File: config.mk
export PLATFORM = sky130hd
export DESIGN_NAME = servo_move_settle_tracker
export DESIGN_NICKNAME = d
export VERILOG_FILES = /design/src/rtl/core/smst_pkg.sv /design/src/rtl/core/servo_move_settle_tracker.sv /design/src/rtl/core/smst_div.sv
export VERILOG_INCLUDE_DIRS = /design/src /design/src/rtl/core
export SDC_FILE = /design/constraint.sdc
export NUM_CORES = 1
export LEC_CHECK = 0
export BUFFER_PORTS_ARGS = -buffer_cell sky130_fd_sc_hd__buf_2
export CAP_MARGIN = 20
export CORE_ASPECT_RATIO = 1.1
export CORE_MARGIN = 2
export CORE_UTILIZATION = 50
export CTS_CLUSTER_SIZE = 20
export DETAILED_ROUTE_END_ITERATION = 16
export PLACE_DENSITY_LB_ADDON = 0.08
export RECOVER_POWER = 50
export SYNTH_ARGS = -nofsm -noshare
export SYNTH_HDL_FRONTEND = slang
export SYNTH_HIERARCHICAL = 1
export SYNTH_SLANG_ARGS = --single-unit
File: constraint.sdc
create_clock -name aclk -period 5.59 [get_ports aclk]
set_input_delay 0.559 -clock aclk [delete_from_list [all_inputs] [get_ports aclk]]
set_output_delay 0.559 -clock aclk [all_outputs]
set_load 0.1 [all_outputs]
File: src/rtl/core/servo_move_settle_tracker_defines.svh
// ----------------------------------------------------------------------------
// servo_move_settle_tracker_defines.svh
// Assertion macros shared by the tracker RTL; empty under SYNTH.
// ----------------------------------------------------------------------------
`ifndef SERVO_MOVE_SETTLE_TRACKER_DEFINES_SVH
`define SERVO_MOVE_SETTLE_TRACKER_DEFINES_SVH

`ifndef SYNTH
// antecedent implies consequent in the same cycle
`define SMST_ASSERT_IMPL(lbl, clk, rstn, ante, cons) \
    lbl: assert property (@(posedge clk) disable iff (!rstn) (ante) |-> (cons)) \
        else $error("smst assertion failed");
// antecedent implies consequent in the next cycle
`define SMST_ASSERT_NEXT(lbl, clk, rstn, ante, cons) \
    lbl: assert property (@(posedge clk) disable iff (!rstn) (ante) |=> (cons)) \
        else $error("smst assertion failed");
`else
`define SMST_ASSERT_IMPL(lbl, clk, rstn, ante, cons)
`define SMST_ASSERT_NEXT(lbl, clk, rstn, ante, cons)
`endif

`endif

File: src/rtl/core/smst_pkg.sv
// ----------------------------------------------------------------------------
// smst_pkg
// Shared widths, codes, reset values and divider interface types.
// ----------------------------------------------------------------------------
package smst_pkg;

    localparam int ANGLE_W   = 16;
    localparam int SPEED_W   = 17;
    localparam int SLOT_W    = 8;
    localparam int OP_W      = 2;
    localparam int ELAPSED_W = 32;
    localparam int SETTLE_W  = 20;   // max quotient 655350 + margin 65535
    localparam int PADDR_W   = 5;
    localparam int PDATA_W   = 32;
    localparam int REG_IDX_W = 3;

    // divider: numerator delta*2000 + speed < 2^27, denominator 2*speed
    localparam int NUM_W = 27;
    localparam int DEN_W = SPEED_W + 1;
    localparam int CNT_W = $clog2(NUM_W);

    localparam int MS_SCALE = 2000;  // 2 * 1000 ms/s, rounding done by +speed

    localparam logic [ANGLE_W-1:0] MIN_ANGLE   = ANGLE_W'(0);
    localparam logic [ANGLE_W-1:0] MAX_ANGLE   = ANGLE_W'(27000);
    localparam logic [SPEED_W-1:0] SPEED_FLOOR = SPEED_W'(100);

    typedef enum logic [OP_W-1:0] {
        OP_TICK       = 2'd0,
        OP_GOTO_ANGLE = 2'd1,
        OP_GOTO_SLOT  = 2'd2,
        OP_GOTO_PICK  = 2'd3
    } op_t;

    localparam logic [SLOT_W-1:0] SLOT_ONE   = SLOT_W'(1);
    localparam logic [SLOT_W-1:0] SLOT_TWO   = SLOT_W'(2);
    localparam logic [SLOT_W-1:0] SLOT_THREE = SLOT_W'(3);

    // register map, byte address = 4 * index
    localparam logic [REG_IDX_W-1:0] REG_TOLERANCE  = 3'd0;
    localparam logic [REG_IDX_W-1:0] REG_SPEED      = 3'd1;
    localparam logic [REG_IDX_W-1:0] REG_MARGIN     = 3'd2;
    localparam logic [REG_IDX_W-1:0] REG_DEFAULT    = 3'd3;
    localparam logic [REG_IDX_W-1:0] REG_PICK       = 3'd4;
    localparam logic [REG_IDX_W-1:0] REG_SLOT_ONE   = 3'd5;
    localparam logic [REG_IDX_W-1:0] REG_SLOT_TWO   = 3'd6;
    localparam logic [REG_IDX_W-1:0] REG_SLOT_THREE = 3'd7;

    localparam logic [ANGLE_W-1:0] RST_TOLERANCE  = ANGLE_W'(100);
    localparam logic [SPEED_W-1:0] RST_SPEED      = SPEED_W'(18000);
    localparam logic [ANGLE_W-1:0] RST_MARGIN     = ANGLE_W'(100);
    localparam logic [ANGLE_W-1:0] RST_DEFAULT    = ANGLE_W'(13500);
    localparam logic [ANGLE_W-1:0] RST_PICK       = ANGLE_W'(13500);
    localparam logic [ANGLE_W-1:0] RST_SLOT_ONE   = ANGLE_W'(0);
    localparam logic [ANGLE_W-1:0] RST_SLOT_TWO   = ANGLE_W'(0);
    localparam logic [ANGLE_W-1:0] RST_SLOT_THREE = ANGLE_W'(27000);

    typedef struct packed {
        logic             start;
        logic [NUM_W-1:0] num;
        logic [DEN_W-1:0] den;
    } div_req_t;

    typedef struct packed {
        logic             done;
        logic [NUM_W-1:0] quot;
    } div_rsp_t;

endpackage

File: src/rtl/core/servo_move_settle_tracker.sv
// ----------------------------------------------------------------------------
// servo_move_settle_tracker
// Servo move-and-settle tracker: ticks advance a ms timer, commands set a
// target and a settle estimate computed by a shared serial divider.
// Sequence: a tick runs PREP, FIN; a command that keeps its target runs PREP,
//   CHK, CMP, FIN; one that drives adds MUL, DIV (27-step divider) before FIN.
// FIN waits while a result is unclaimed; s_ready only while idle.
// Reset: aresetn synchronous active low; registers to documented defaults,
//   tracker uninitialised, timer and settle time zero.
// ----------------------------------------------------------------------------
`include "servo_move_settle_tracker_defines.svh"

module servo_move_settle_tracker
    import smst_pkg::*;
(
    input  logic               aclk,
    input  logic               aresetn,
    // configuration port
    input  logic               psel,
    input  logic               penable,
    input  logic               pwrite,
    input  logic [PADDR_W-1:0] paddr,
    input  logic [PDATA_W-1:0] pwdata,
    output logic [PDATA_W-1:0] prdata,
    output logic               pready,
    // item input
    input  logic               s_valid,
    output logic               s_ready,
    input  logic [OP_W-1:0]    s_op,
    input  logic [ANGLE_W-1:0] s_angle,
    input  logic [SLOT_W-1:0]  s_slot,
    // result output
    output logic               m_valid,
    input  logic               m_ready,
    output logic               m_arrived,
    output logic [ANGLE_W-1:0] m_current_angle,
    output logic [ANGLE_W-1:0] m_target_angle,
    output logic               m_drive_valid,
    output logic [ANGLE_W-1:0] m_drive_angle
);

    // Sequencer: PREP resolves the target and handles first-command init or
    // the tick; CHK does the mid-command arrival check; CMP tests tolerance;
    // MUL launches the divide; DIV waits on it; FIN does the final arrival
    // check and loads the output register.
    typedef enum logic [2:0] {
        ST_IDLE,
        ST_PREP,
        ST_CHK,
        ST_CMP,
        ST_MUL,
        ST_DIV,
        ST_FIN
    } state_t;

    // ---------------- configuration registers ----------------
    logic [ANGLE_W-1:0] tol_reg;
    logic [SPEED_W-1:0] speed_reg;
    logic [ANGLE_W-1:0] margin_reg;
    logic [ANGLE_W-1:0] default_reg;
    logic [ANGLE_W-1:0] pick_reg;
    logic [ANGLE_W-1:0] slot_one_reg;
    logic [ANGLE_W-1:0] slot_two_reg;
    logic [ANGLE_W-1:0] slot_three_reg;

    logic                 cfg_wr;
    logic [REG_IDX_W-1:0] cfg_idx;

    assign pready  = 1'b1;
    assign cfg_wr  = psel & penable & pwrite;
    assign cfg_idx = paddr[PADDR_W-1:2];

    always_ff @(posedge aclk) begin
        if (!aresetn) begin
            tol_reg        <= RST_TOLERANCE;
            speed_reg      <= RST_SPEED;
            margin_reg     <= RST_MARGIN;
            default_reg    <= RST_DEFAULT;
            pick_reg       <= RST_PICK;
            slot_one_reg   <= RST_SLOT_ONE;
            slot_two_reg   <= RST_SLOT_TWO;
            slot_three_reg <= RST_SLOT_THREE;
        end else if (cfg_wr) begin
            case (cfg_idx)
                REG_TOLERANCE:  tol_reg        <= pwdata[ANGLE_W-1:0];
                REG_SPEED:      speed_reg      <= pwdata[SPEED_W-1:0];
                REG_MARGIN:     margin_reg     <= pwdata[ANGLE_W-1:0];
                REG_DEFAULT:    default_reg    <= pwdata[ANGLE_W-1:0];
                REG_PICK:       pick_reg       <= pwdata[ANGLE_W-1:0];
                REG_SLOT_ONE:   slot_one_reg   <= pwdata[ANGLE_W-1:0];
                REG_SLOT_TWO:   slot_two_reg   <= pwdata[ANGLE_W-1:0];
                REG_SLOT_THREE: slot_three_reg <= pwdata[ANGLE_W-1:0];
                default: ;
            endcase
        end
    end

    always_comb begin
        case (cfg_idx)
            REG_TOLERANCE:  prdata = PDATA_W'(tol_reg);
            REG_SPEED:      prdata = PDATA_W'(speed_reg);
            REG_MARGIN:     prdata = PDATA_W'(margin_reg);
            REG_DEFAULT:    prdata = PDATA_W'(default_reg);
            REG_PICK:       prdata = PDATA_W'(pick_reg);
            REG_SLOT_ONE:   prdata = PDATA_W'(slot_one_reg);
            REG_SLOT_TWO:   prdata = PDATA_W'(slot_two_reg);
            REG_SLOT_THREE: prdata = PDATA_W'(slot_three_reg);
            default:        prdata = '0;
        endcase
    end

    // ---------------- helpers ----------------
    function automatic logic [ANGLE_W-1:0] clamp_angle(input logic [ANGLE_W-1:0] a);
        logic [ANGLE_W-1:0] r;
        r = a;
        if (a < MIN_ANGLE) begin
            r = MIN_ANGLE;
        end else if (a > MAX_ANGLE) begin
            r = MAX_ANGLE;
        end
        return r;
    endfunction

    function automatic logic [ANGLE_W-1:0] abs_diff(input logic [ANGLE_W-1:0] a,
                                                    input logic [ANGLE_W-1:0] b);
        return (a >= b) ? (a - b) : (b - a);
    endfunction

    // ---------------- tracker state and sequencer ----------------
    state_t              state_reg, state_next;
    op_t                 op_reg, op_next;
    logic [ANGLE_W-1:0]  angle_in_reg, angle_in_next;
    logic [SLOT_W-1:0]   slot_reg, slot_next;
    logic [ANGLE_W-1:0]  tgt_reg, tgt_next;
    logic [ANGLE_W-1:0]  delta_reg, delta_next;
    logic                init_reg, init_next;
    logic [ANGLE_W-1:0]  present_reg, present_next;
    logic [ANGLE_W-1:0]  goal_reg, goal_next;
    logic [ELAPSED_W-1:0] elapsed_reg, elapsed_next;
    logic [SETTLE_W-1:0] settle_reg, settle_next;
    logic                drove_reg, drove_next;
    logic [ANGLE_W-1:0]  drive_reg, drive_next;

    logic                m_valid_reg, m_valid_next;
    logic                m_arrived_reg, m_arrived_next;
    logic [ANGLE_W-1:0]  m_cur_reg, m_cur_next;
    logic [ANGLE_W-1:0]  m_tgt_reg, m_tgt_next;
    logic                m_drove_reg, m_drove_next;
    logic [ANGLE_W-1:0]  m_drive_reg, m_drive_next;

    logic [ANGLE_W-1:0]  req_angle;
    logic [SPEED_W-1:0]  speed_eff;
    logic                settled;
    div_req_t            div_req;
    div_rsp_t            div_rsp;

    // requested angle before clamping
    always_comb begin
        case (op_reg)
            OP_GOTO_ANGLE: req_angle = angle_in_reg;
            OP_GOTO_PICK:  req_angle = pick_reg;
            OP_GOTO_SLOT: begin
                if (slot_reg == SLOT_ONE) begin
                    req_angle = slot_one_reg;
                end else if (slot_reg == SLOT_TWO) begin
                    req_angle = slot_two_reg;
                end else if (slot_reg == SLOT_THREE) begin
                    req_angle = slot_three_reg;
                end else begin
                    req_angle = default_reg;
                end
            end
            default:       req_angle = default_reg;
        endcase
    end

    assign speed_eff = (speed_reg < SPEED_FLOOR) ? SPEED_FLOOR : speed_reg;
    assign settled   = (elapsed_reg >= ELAPSED_W'(settle_reg));

    // travel time = (delta*2000 + speed) / (2*speed), rounded half up
    assign div_req.start = (state_reg == ST_MUL);
    assign div_req.num   = NUM_W'(delta_reg) * NUM_W'(MS_SCALE) + NUM_W'(speed_eff);
    assign div_req.den   = {speed_eff, 1'b0};

    smst_div u_div (
        .aclk    (aclk),
        .aresetn (aresetn),
        .req     (div_req),
        .rsp     (div_rsp)
    );

    always_comb begin
        state_next     = state_reg;
        op_next        = op_reg;
        angle_in_next  = angle_in_reg;
        slot_next      = slot_reg;
        tgt_next       = tgt_reg;
        delta_next     = delta_reg;
        init_next      = init_reg;
        present_next   = present_reg;
        goal_next      = goal_reg;
        elapsed_next   = elapsed_reg;
        settle_next    = settle_reg;
        drove_next     = drove_reg;
        drive_next     = drive_reg;
        m_valid_next   = m_valid_reg & ~m_ready;
        m_arrived_next = m_arrived_reg;
        m_cur_next     = m_cur_reg;
        m_tgt_next     = m_tgt_reg;
        m_drove_next   = m_drove_reg;
        m_drive_next   = m_drive_reg;

        case (state_reg)
            ST_IDLE: begin
                if (s_valid) begin
                    op_next       = op_t'(s_op);
                    angle_in_next = s_angle;
                    slot_next     = s_slot;
                    state_next    = ST_PREP;
                end
            end
            ST_PREP: begin
                drove_next = 1'b0;
                drive_next = '0;
                if (op_reg == OP_TICK) begin
                    if (elapsed_reg != '1) begin
                        elapsed_next = elapsed_reg + ELAPSED_W'(1);
                    end
                    state_next = ST_FIN;
                end else begin
                    tgt_next = clamp_angle(req_angle);
                    // first command: start from the default angle, unclamped
                    if (!init_reg) begin
                        init_next    = 1'b1;
                        present_next = default_reg;
                        goal_next    = default_reg;
                        elapsed_next = '0;
                        settle_next  = '0;
                        drove_next   = 1'b1;
                        drive_next   = default_reg;
                    end
                    state_next = ST_CHK;
                end
            end
            ST_CHK: begin
                if (settled) begin
                    present_next = goal_reg;
                end
                state_next = ST_CMP;
            end
            ST_CMP: begin
                if (abs_diff(tgt_reg, goal_reg) > tol_reg) begin
                    delta_next   = abs_diff(present_reg, tgt_reg);
                    goal_next    = tgt_reg;
                    elapsed_next = '0;
                    drove_next   = 1'b1;
                    drive_next   = tgt_reg;
                    state_next   = ST_MUL;
                end else begin
                    state_next = ST_FIN;
                end
            end
            ST_MUL: begin
                state_next = ST_DIV;
            end
            ST_DIV: begin
                if (div_rsp.done) begin
                    settle_next = div_rsp.quot[SETTLE_W-1:0] + SETTLE_W'(margin_reg);
                    state_next  = ST_FIN;
                end
            end
            ST_FIN: begin
                // hold here while the previous result is still unclaimed
                if (!m_valid_reg || m_ready) begin
                    if (init_reg && settled) begin
                        present_next = goal_reg;
                    end
                    m_valid_next   = 1'b1;
                    m_arrived_next = init_reg & settled;
                    m_cur_next     = (init_reg && settled) ? goal_reg : present_reg;
                    m_tgt_next     = goal_reg;
                    m_drove_next   = drove_reg;
                    m_drive_next   = drive_reg;
                    state_next     = ST_IDLE;
                end
            end
            default: begin
                state_next = ST_IDLE;
            end
        endcase
    end

    always_ff @(posedge aclk) begin
        if (!aresetn) begin
            state_reg   <= ST_IDLE;
            init_reg    <= 1'b0;
            present_reg <= '0;
            goal_reg    <= '0;
            elapsed_reg <= '0;
            settle_reg  <= '0;
            m_valid_reg <= 1'b0;
        end else begin
            state_reg     <= state_next;
            op_reg        <= op_next;
            angle_in_reg  <= angle_in_next;
            slot_reg      <= slot_next;
            tgt_reg       <= tgt_next;
            delta_reg     <= delta_next;
            init_reg      <= init_next;
            present_reg   <= present_next;
            goal_reg      <= goal_next;
            elapsed_reg   <= elapsed_next;
            settle_reg    <= settle_next;
            drove_reg     <= drove_next;
            drive_reg     <= drive_next;
            m_valid_reg   <= m_valid_next;
            m_arrived_reg <= m_arrived_next;
            m_cur_reg     <= m_cur_next;
            m_tgt_reg     <= m_tgt_next;
            m_drove_reg   <= m_drove_next;
            m_drive_reg   <= m_drive_next;
        end
    end

    assign s_ready         = (state_reg == ST_IDLE);
    assign m_valid         = m_valid_reg;
    assign m_arrived       = m_arrived_reg;
    assign m_current_angle = m_cur_reg;
    assign m_target_angle  = m_tgt_reg;
    assign m_drive_valid   = m_drove_reg;
    assign m_drive_angle   = m_drive_reg;

    // ---------------- assertions ----------------
    // the believed angle only ever moves onto the goal
    `SMST_ASSERT_IMPL(a_present_to_goal, aclk, aresetn, !$stable(present_reg), present_reg == goal_reg)
    // an arrived result reports current equal to target
    `SMST_ASSERT_IMPL(a_arrived_match, aclk, aresetn, m_valid && m_arrived, m_current_angle == m_target_angle)
    // no drive reported means the drive angle is zero
    `SMST_ASSERT_IMPL(a_drive_zero, aclk, aresetn, m_valid && !m_drive_valid, m_drive_angle == '0)
    // divider completes only while the sequencer waits for it
    `SMST_ASSERT_IMPL(a_div_done_wait, aclk, aresetn, div_rsp.done, state_reg == ST_DIV)
    // a divide launch always lands in the wait state
    `SMST_ASSERT_NEXT(a_div_launch, aclk, aresetn, state_reg == ST_MUL, state_reg == ST_DIV)

endmodule

File: src/rtl/core/smst_div.sv
// ----------------------------------------------------------------------------
// smst_div
// Restoring divider, one quotient bit per cycle, NUM_W bits per divide.
// ----------------------------------------------------------------------------
module smst_div
    import smst_pkg::*;
(
    input  logic     aclk,
    input  logic     aresetn,
    input  div_req_t req,
    output div_rsp_t rsp
);

    logic             busy_reg, busy_next;
    logic             done_reg, done_next;
    logic [CNT_W-1:0] cnt_reg, cnt_next;
    logic [DEN_W-1:0] rem_reg, rem_next;
    logic [NUM_W-1:0] quo_reg, quo_next;
    logic [DEN_W-1:0] den_reg, den_next;

    logic [DEN_W:0]   trial;
    logic [DEN_W:0]   diff;
    logic             fits;

    assign trial = {rem_reg, quo_reg[NUM_W-1]};
    assign diff  = trial - {1'b0, den_reg};
    assign fits  = (trial >= {1'b0, den_reg});

    always_comb begin
        busy_next = busy_reg;
        done_next = 1'b0;
        cnt_next  = cnt_reg;
        rem_next  = rem_reg;
        quo_next  = quo_reg;
        den_next  = den_reg;
        if (req.start) begin
            busy_next = 1'b1;
            cnt_next  = '0;
            rem_next  = '0;
            quo_next  = req.num;
            den_next  = req.den;
        end else if (busy_reg) begin
            rem_next = fits ? diff[DEN_W-1:0] : trial[DEN_W-1:0];
            quo_next = {quo_reg[NUM_W-2:0], fits};
            cnt_next = cnt_reg + CNT_W'(1);
            if (cnt_reg == CNT_W'(NUM_W - 1)) begin
                busy_next = 1'b0;
                done_next = 1'b1;
            end
        end
    end

    always_ff @(posedge aclk) begin
        if (!aresetn) begin
            busy_reg <= 1'b0;
            done_reg <= 1'b0;
        end else begin
            busy_reg <= busy_next;
            done_reg <= done_next;
            cnt_reg  <= cnt_next;
            rem_reg  <= rem_next;
            quo_reg  <= quo_next;
            den_reg  <= den_next;
        end
    end

    assign rsp.done = done_reg;
    assign rsp.quot = quo_reg;

endmodule

# Word level (Yosys, flattened, before mapping)
# Cells that the tools add are included.
# totals
ff_bits	412
input_bits	70
out_inout_bits	85
wordCells	173
# op_classes
addsub	9
n_mul	1
order_cmp	8
n_eq_ne	30
n_mux	50
bitwise_logic	8
reduce_logical	33
# ops
op	count
32-bit one-hot mux with 8 select lines	1
16-bit 2-to-1 mux	13
32-bit 2-to-1 mux	4
16-bit one-hot mux with 3 select lines	2
16-bit one-hot mux with 2 select lines	2
32-bit one-hot mux with 2 select lines	1
16-bit subtractor	4
20-bit 2-to-1 mux	3
27-bit 2-to-1 mux	2
20-bit one-hot mux with 2 select lines	1
18-bit 2-to-1 mux	2
32-bit by 1-bit adder with 32-bit output (second input constant)	1
16-bit >= comparator	2
32-bit by 20-bit >= comparator with 1-bit output	1
32-bit != test (second input constant)	1
27-bit by 17-bit adder with 27-bit output	1
16-bit by 7-bit multiplier with 23-bit output (second input constant)	1
2-bit AND reduction	11
3-bit equality test (second input constant)	7
3-bit one-hot mux with 7 select lines	1
20-bit by 16-bit adder with 20-bit output	1
19-bit by 18-bit >= comparator with 1-bit output	1
3-bit AND reduction	6
18-bit subtractor	1
35 further kinds	69

# Longest topological paths before layout
# depth
depth_word	7
ltp_mapped	25
ltp_nobuf	22

# Modules after synthesis
# Netlist, hierarchy kept.
# by_module_without_submodules
mod	instances	cells_per_inst	area_each_um2	seq_area_each_um2
servo_move_settle_tracker	1	2671	23331.1	8117.8
smst_div	1	328	3998.8	2082.0

# Least setup slack after synthesis
# No wires, ideal clock.
# synth_path
path_kind	register -> register
from	reg tgt_reg[0]
to	reg drive_reg[0] (enable)
setup_ps	390
arrival_ps	5260
required_time_ps	5200
slack_ps	-61
stages_incl_launch_ff	23
path_buffers	4
synth_period_minus_slack_ps	5651
path_cell_list	edfxtp_1 -> inv_1 -> ha_1 -> inv_1 -> fa_1 -> a21o_1 -> a21o_1 -> a21o_1 -> a221oi_1 -> a211oi_1 -> buf_2 -> buf_2 -> a32oi_1 -> xor2_1 -> ha_1 -> nand4_1 -> nor3_1 -> o21ai_0 -> a211oi_1 -> clkbuf_1 -> clkbuf_1 -> nor2_1 -> nor2_1
# synth_between
elab_chain_len	5
elab_cells_between_ends	7
cone_classes	2 x add/sub; 2 x order compare; 1 x eq/ne; 1 x mux; 1 x reduce/logical
# synth_rtl
item	line_no	text
start, declared	servo_move_settle_tracker.sv:134	logic [ANGLE_W-1:0] tgt_reg, tgt_next;
start signal, assigned	servo_move_settle_tracker.sv:307	tgt_reg <= tgt_next;
16-bit subtractor or 16-bit >= comparator (tied branches)	servo_move_settle_tracker.sv:126	return (a >= b) ? (a - b) : (b - a);
16-bit 2-to-1 mux *	servo_move_settle_tracker.sv:126	
16-bit > comparator *	servo_move_settle_tracker.sv:252	if (abs_diff(tgt_reg, goal_reg) > tol_reg) begin
2-bit != test (no source line) *	-	
3-bit AND reduction (no source line) *	-	
end signal, assigned	servo_move_settle_tracker.sv:315	drive_reg <= drive_next;
end, declared	servo_move_settle_tracker.sv:142	logic [ANGLE_W-1:0] drive_reg, drive_next;
# Every way passes the cells marked *; elsewhere a longest branch is shown, timed or not.
# A chain may end at the register's enable or synchronous reset.

==> results_dict.tcl <==
set metrics [dict create \
    cp_max_fo 5 \
    worstMarginPinSlew_ns 3.060 \
    yosys_warnings 6 \
    crit_path_end_kind "flop" \
    synth_top_family_by_area "compound AO/OA/AOI/OAI gates" \
    vias 23506 \
    ys_ff_latch 413 \
    finalCritPeriodShare_pct 99.50 \
    cts_buffer_depth 3 \
    first_iter_violations 2045 \
    cp-start-kind "flop" \
    power.density_nw_per_um2 299.5 \
    slew-limit-headroom_pct -104.0 \
    drt-vias-per-instance 5.909 \
    grt_pass1_vias 22558 \
    final_util_pct 58.92 \
    synthCells 2999 \
    grt_usage_pct 30.17 \
    worst_ep_required_time_ns 5.92 \
    synthArstFlopShare_pct 0 \
    nNetsFinal 3542 \
    hp-class "in -> reg" \
    antenna_found_initial 1 \
    outcome "finished with violations" \
    drv_cap 2 \
    synthAdderAreaFrac_pct 13.62 \
    clock_sinks 413 \
    r2r-end "u_div/quo_reg[25]" \
    max_freq_ghz 0.1798 \
    cts_made_buffers 47 \
    ys_seq_area_share_pct 37.32 \
    synth_compound_area_share_pct 17.36 \
    r2r_cells 22 \
    num_io_pins 155 \
    setup_slack_ns 0.02785 \
    holdCritStartpoint "s_angle[6]" \
    synth_edf_count 193 \
    die_h_um 249.2 \
    coreArea_sq_um 53790 \
    first_pass_iters 6 \
    fillers 4740 \
    synth.mux.area_fraction_pct 5.668 \
    p_leak_nw 12.74 \
    path_class "reg -> reg" \
    mostFrequentLayoutCells "424 x nand2_1, 268 x a21oi_1, 220 x dfxtp_1" \
    hold_viol 0 \
    antenna_left 0 \
    portBuffers 121 \
    antenna_cells 0 \
    drive_above_1_share_pct 16.09 \
    cts_max_level 2 \
    cts_tree "yes" \
    regToRegSetupSlack_ns 0.03 \
    largest_reg_flops 32 \
    final_common_cell "nand2_1" \
    synth_top_flop_cell "dfxtp_1" \
    drc 0 \
    grt-ovfl-total 0 \
    slew_violations 88 \
    crit_path_end "u_div/quo_reg[25]" \
    syn_avg_cell_area_sq_um 9.113 \
    seq_area_sq_um 10200 \
    root_buffer "clkbuf_16" \
    pre_cts_ws_ns -0.4196 \
    layout_min_cycle_time_ns 5.562 \
    grt_max_degree 96 \
    fp-row-count 89 \
    fin_skew_ns 0.05370 \
    detail_route.wl_per_cell_um 21.65 \
    totalPowerFinal_mw 9.492 \
    drt-total-wl_mm 86.14 \
    grt_pass1_wl_mm 131.6 \
    gp_congestion 0.9395 \
    cts_hold_buf 0 \
    ir_drop_mv 0.2971 \
    failed_checks "capacitance limit, slew limit" \
    finalSetupViolCount 0 \
    area_delta_synth_final_pct 15.95 \
    die_width_um 226.9 \
    rsz0062_at_grt "yes" \
    ys_types 106 \
    dieArea_sq_um 56550 \
    worstSkewPairLatency_ns 0.62 \
    start_util_pct 50.81 \
    syn-cell-area_sq_um 27330 \
    synthSimpleGateAreaFrac_pct 16.91 \
    clk_pin_slew_ns 0.06 \
    multi_input_area_sq_um 15970 \
    crit_arrival_ns 5.89 \
    critPathLaunch "delta_reg[1]" \
    dp_hpwl_mm 64.17 \
    synth-xor-area-share_pct 3.012 \
    rr_startpoint "delta_reg[1]" \
]
==> worst min-delay path by stage <==
stage | cells past startpoint | to
after floorplan | 0 | m_drive_angle[0]
after global placement | 0 | m_drive_angle[7]
after detailed placement | 0 | m_drive_angle[0]
after CTS | 1 | slot_reg[6]
after global routing | 1 | angle_in_reg[0]
final | 1 | angle_in_reg[6]
==> through the flow <==
step                cells  cell area (sq um)  TNS (ns)  hold WS, ns
CTS                  3968              31460         0      0.08533
detailed placement   3863              29560    -7.341       0.4066
global route         3978              31690   -0.6241      0.08860
finish               3978              31690         0       0.1138
global placement     3863              29560    -3.299       0.4045
floorplan            3015              27400         0       0.4003
==> per-layer routing <==
metal | GRT usage, % | vias up | wire length (um)
met1 | 40.75 | 11343 | 36640
li1 | - | 11043 | -
met2 | 47.81 | 925 | 39060
met5 | 0 | - | 0
met4 | 13.67 | 0 | 4511
met3 | 4.305 | 195 | 5925
==> synth_stat cells, types with 61 or more instances <==
library cell / number / area, sq um
a21oi_1: 276 / 1381
o21ai_0: 82 / 410.4
dfxtp_1: 220 / 4404
nand3_1: 90 / 450.4
clkbuf_1: 123 / 461.7
fa_1: 61 / 1221
edfxtp_1: 193 / 5796
nand2_1: 426 / 1599
ha_1: 200 / 2502
mux2i_1: 70 / 700.7
inv_1: 213 / 799.5
nor2_1: 185 / 694.4
==> kinds of logic after synthesis <==
| kind of cell | count (synthesis) |
|---|---|
| adder cells (fa/ha/maj) | 261 |
| multiplexers | 133 |
| buffers and inverters | 400 |
| flip-flops | 413 |
| other | 2 |
| AO/OA/AOI/OAI | 715 |
| XOR/XNOR | 94 |
| AND/OR/NAND/NOR | 981 |
==> critical path: stages (launching register included) <==
cell	delay, ns
edfxtp_1	0.43
buf_6	0.15
fa_2	0.55
fa_1	0.42
inv_2	0.07
fa_2	0.43
fa_1	0.50
inv_2	0.05
ha_4	0.28
buf_6	0.09
o21a_1	0.11
nor2_1	0.05
xnor2_1	0.18
ha_2	0.33
nand3_2	0.09
nand2_2	0.05
a41o_1	0.25
o211a_1	0.26
o21a_1	0.21
o21a_2	0.24
nor3b_4	0.16
xor2_1	0.15
mux2_4	0.26
==> power by group <==
| group | switching [mW] | internal, mW |
|---|---|---|
| registers | 0.0756 | 3.28 |
| logic | 1.60 | 1.21 |
| clock network | 1.35 | 1.97 |
==> layout make-up <==
| type | count | area share (%) |
|---|---|---|
| timing repair buffer | 332 | 6.756 |
| clock inverter | 29 | 1.200 |
| sequential | 413 | 32.19 |
| multi-input combinational | 2202 | 50.38 |
| tap | 728 | 2.874 |
| inverter | 215 | 2.555 |
| clock buffer | 59 | 4.047 |
==> repair_timing <==
item | in CTS | in global routing
resized for setup | 18 | 75
setup endpoints to repair | 87 | 90
gates cloned | 0 | 1
setup buffers | 17 | 8
pin swaps | 13 | 50
(Power assumes the default switching activity.)
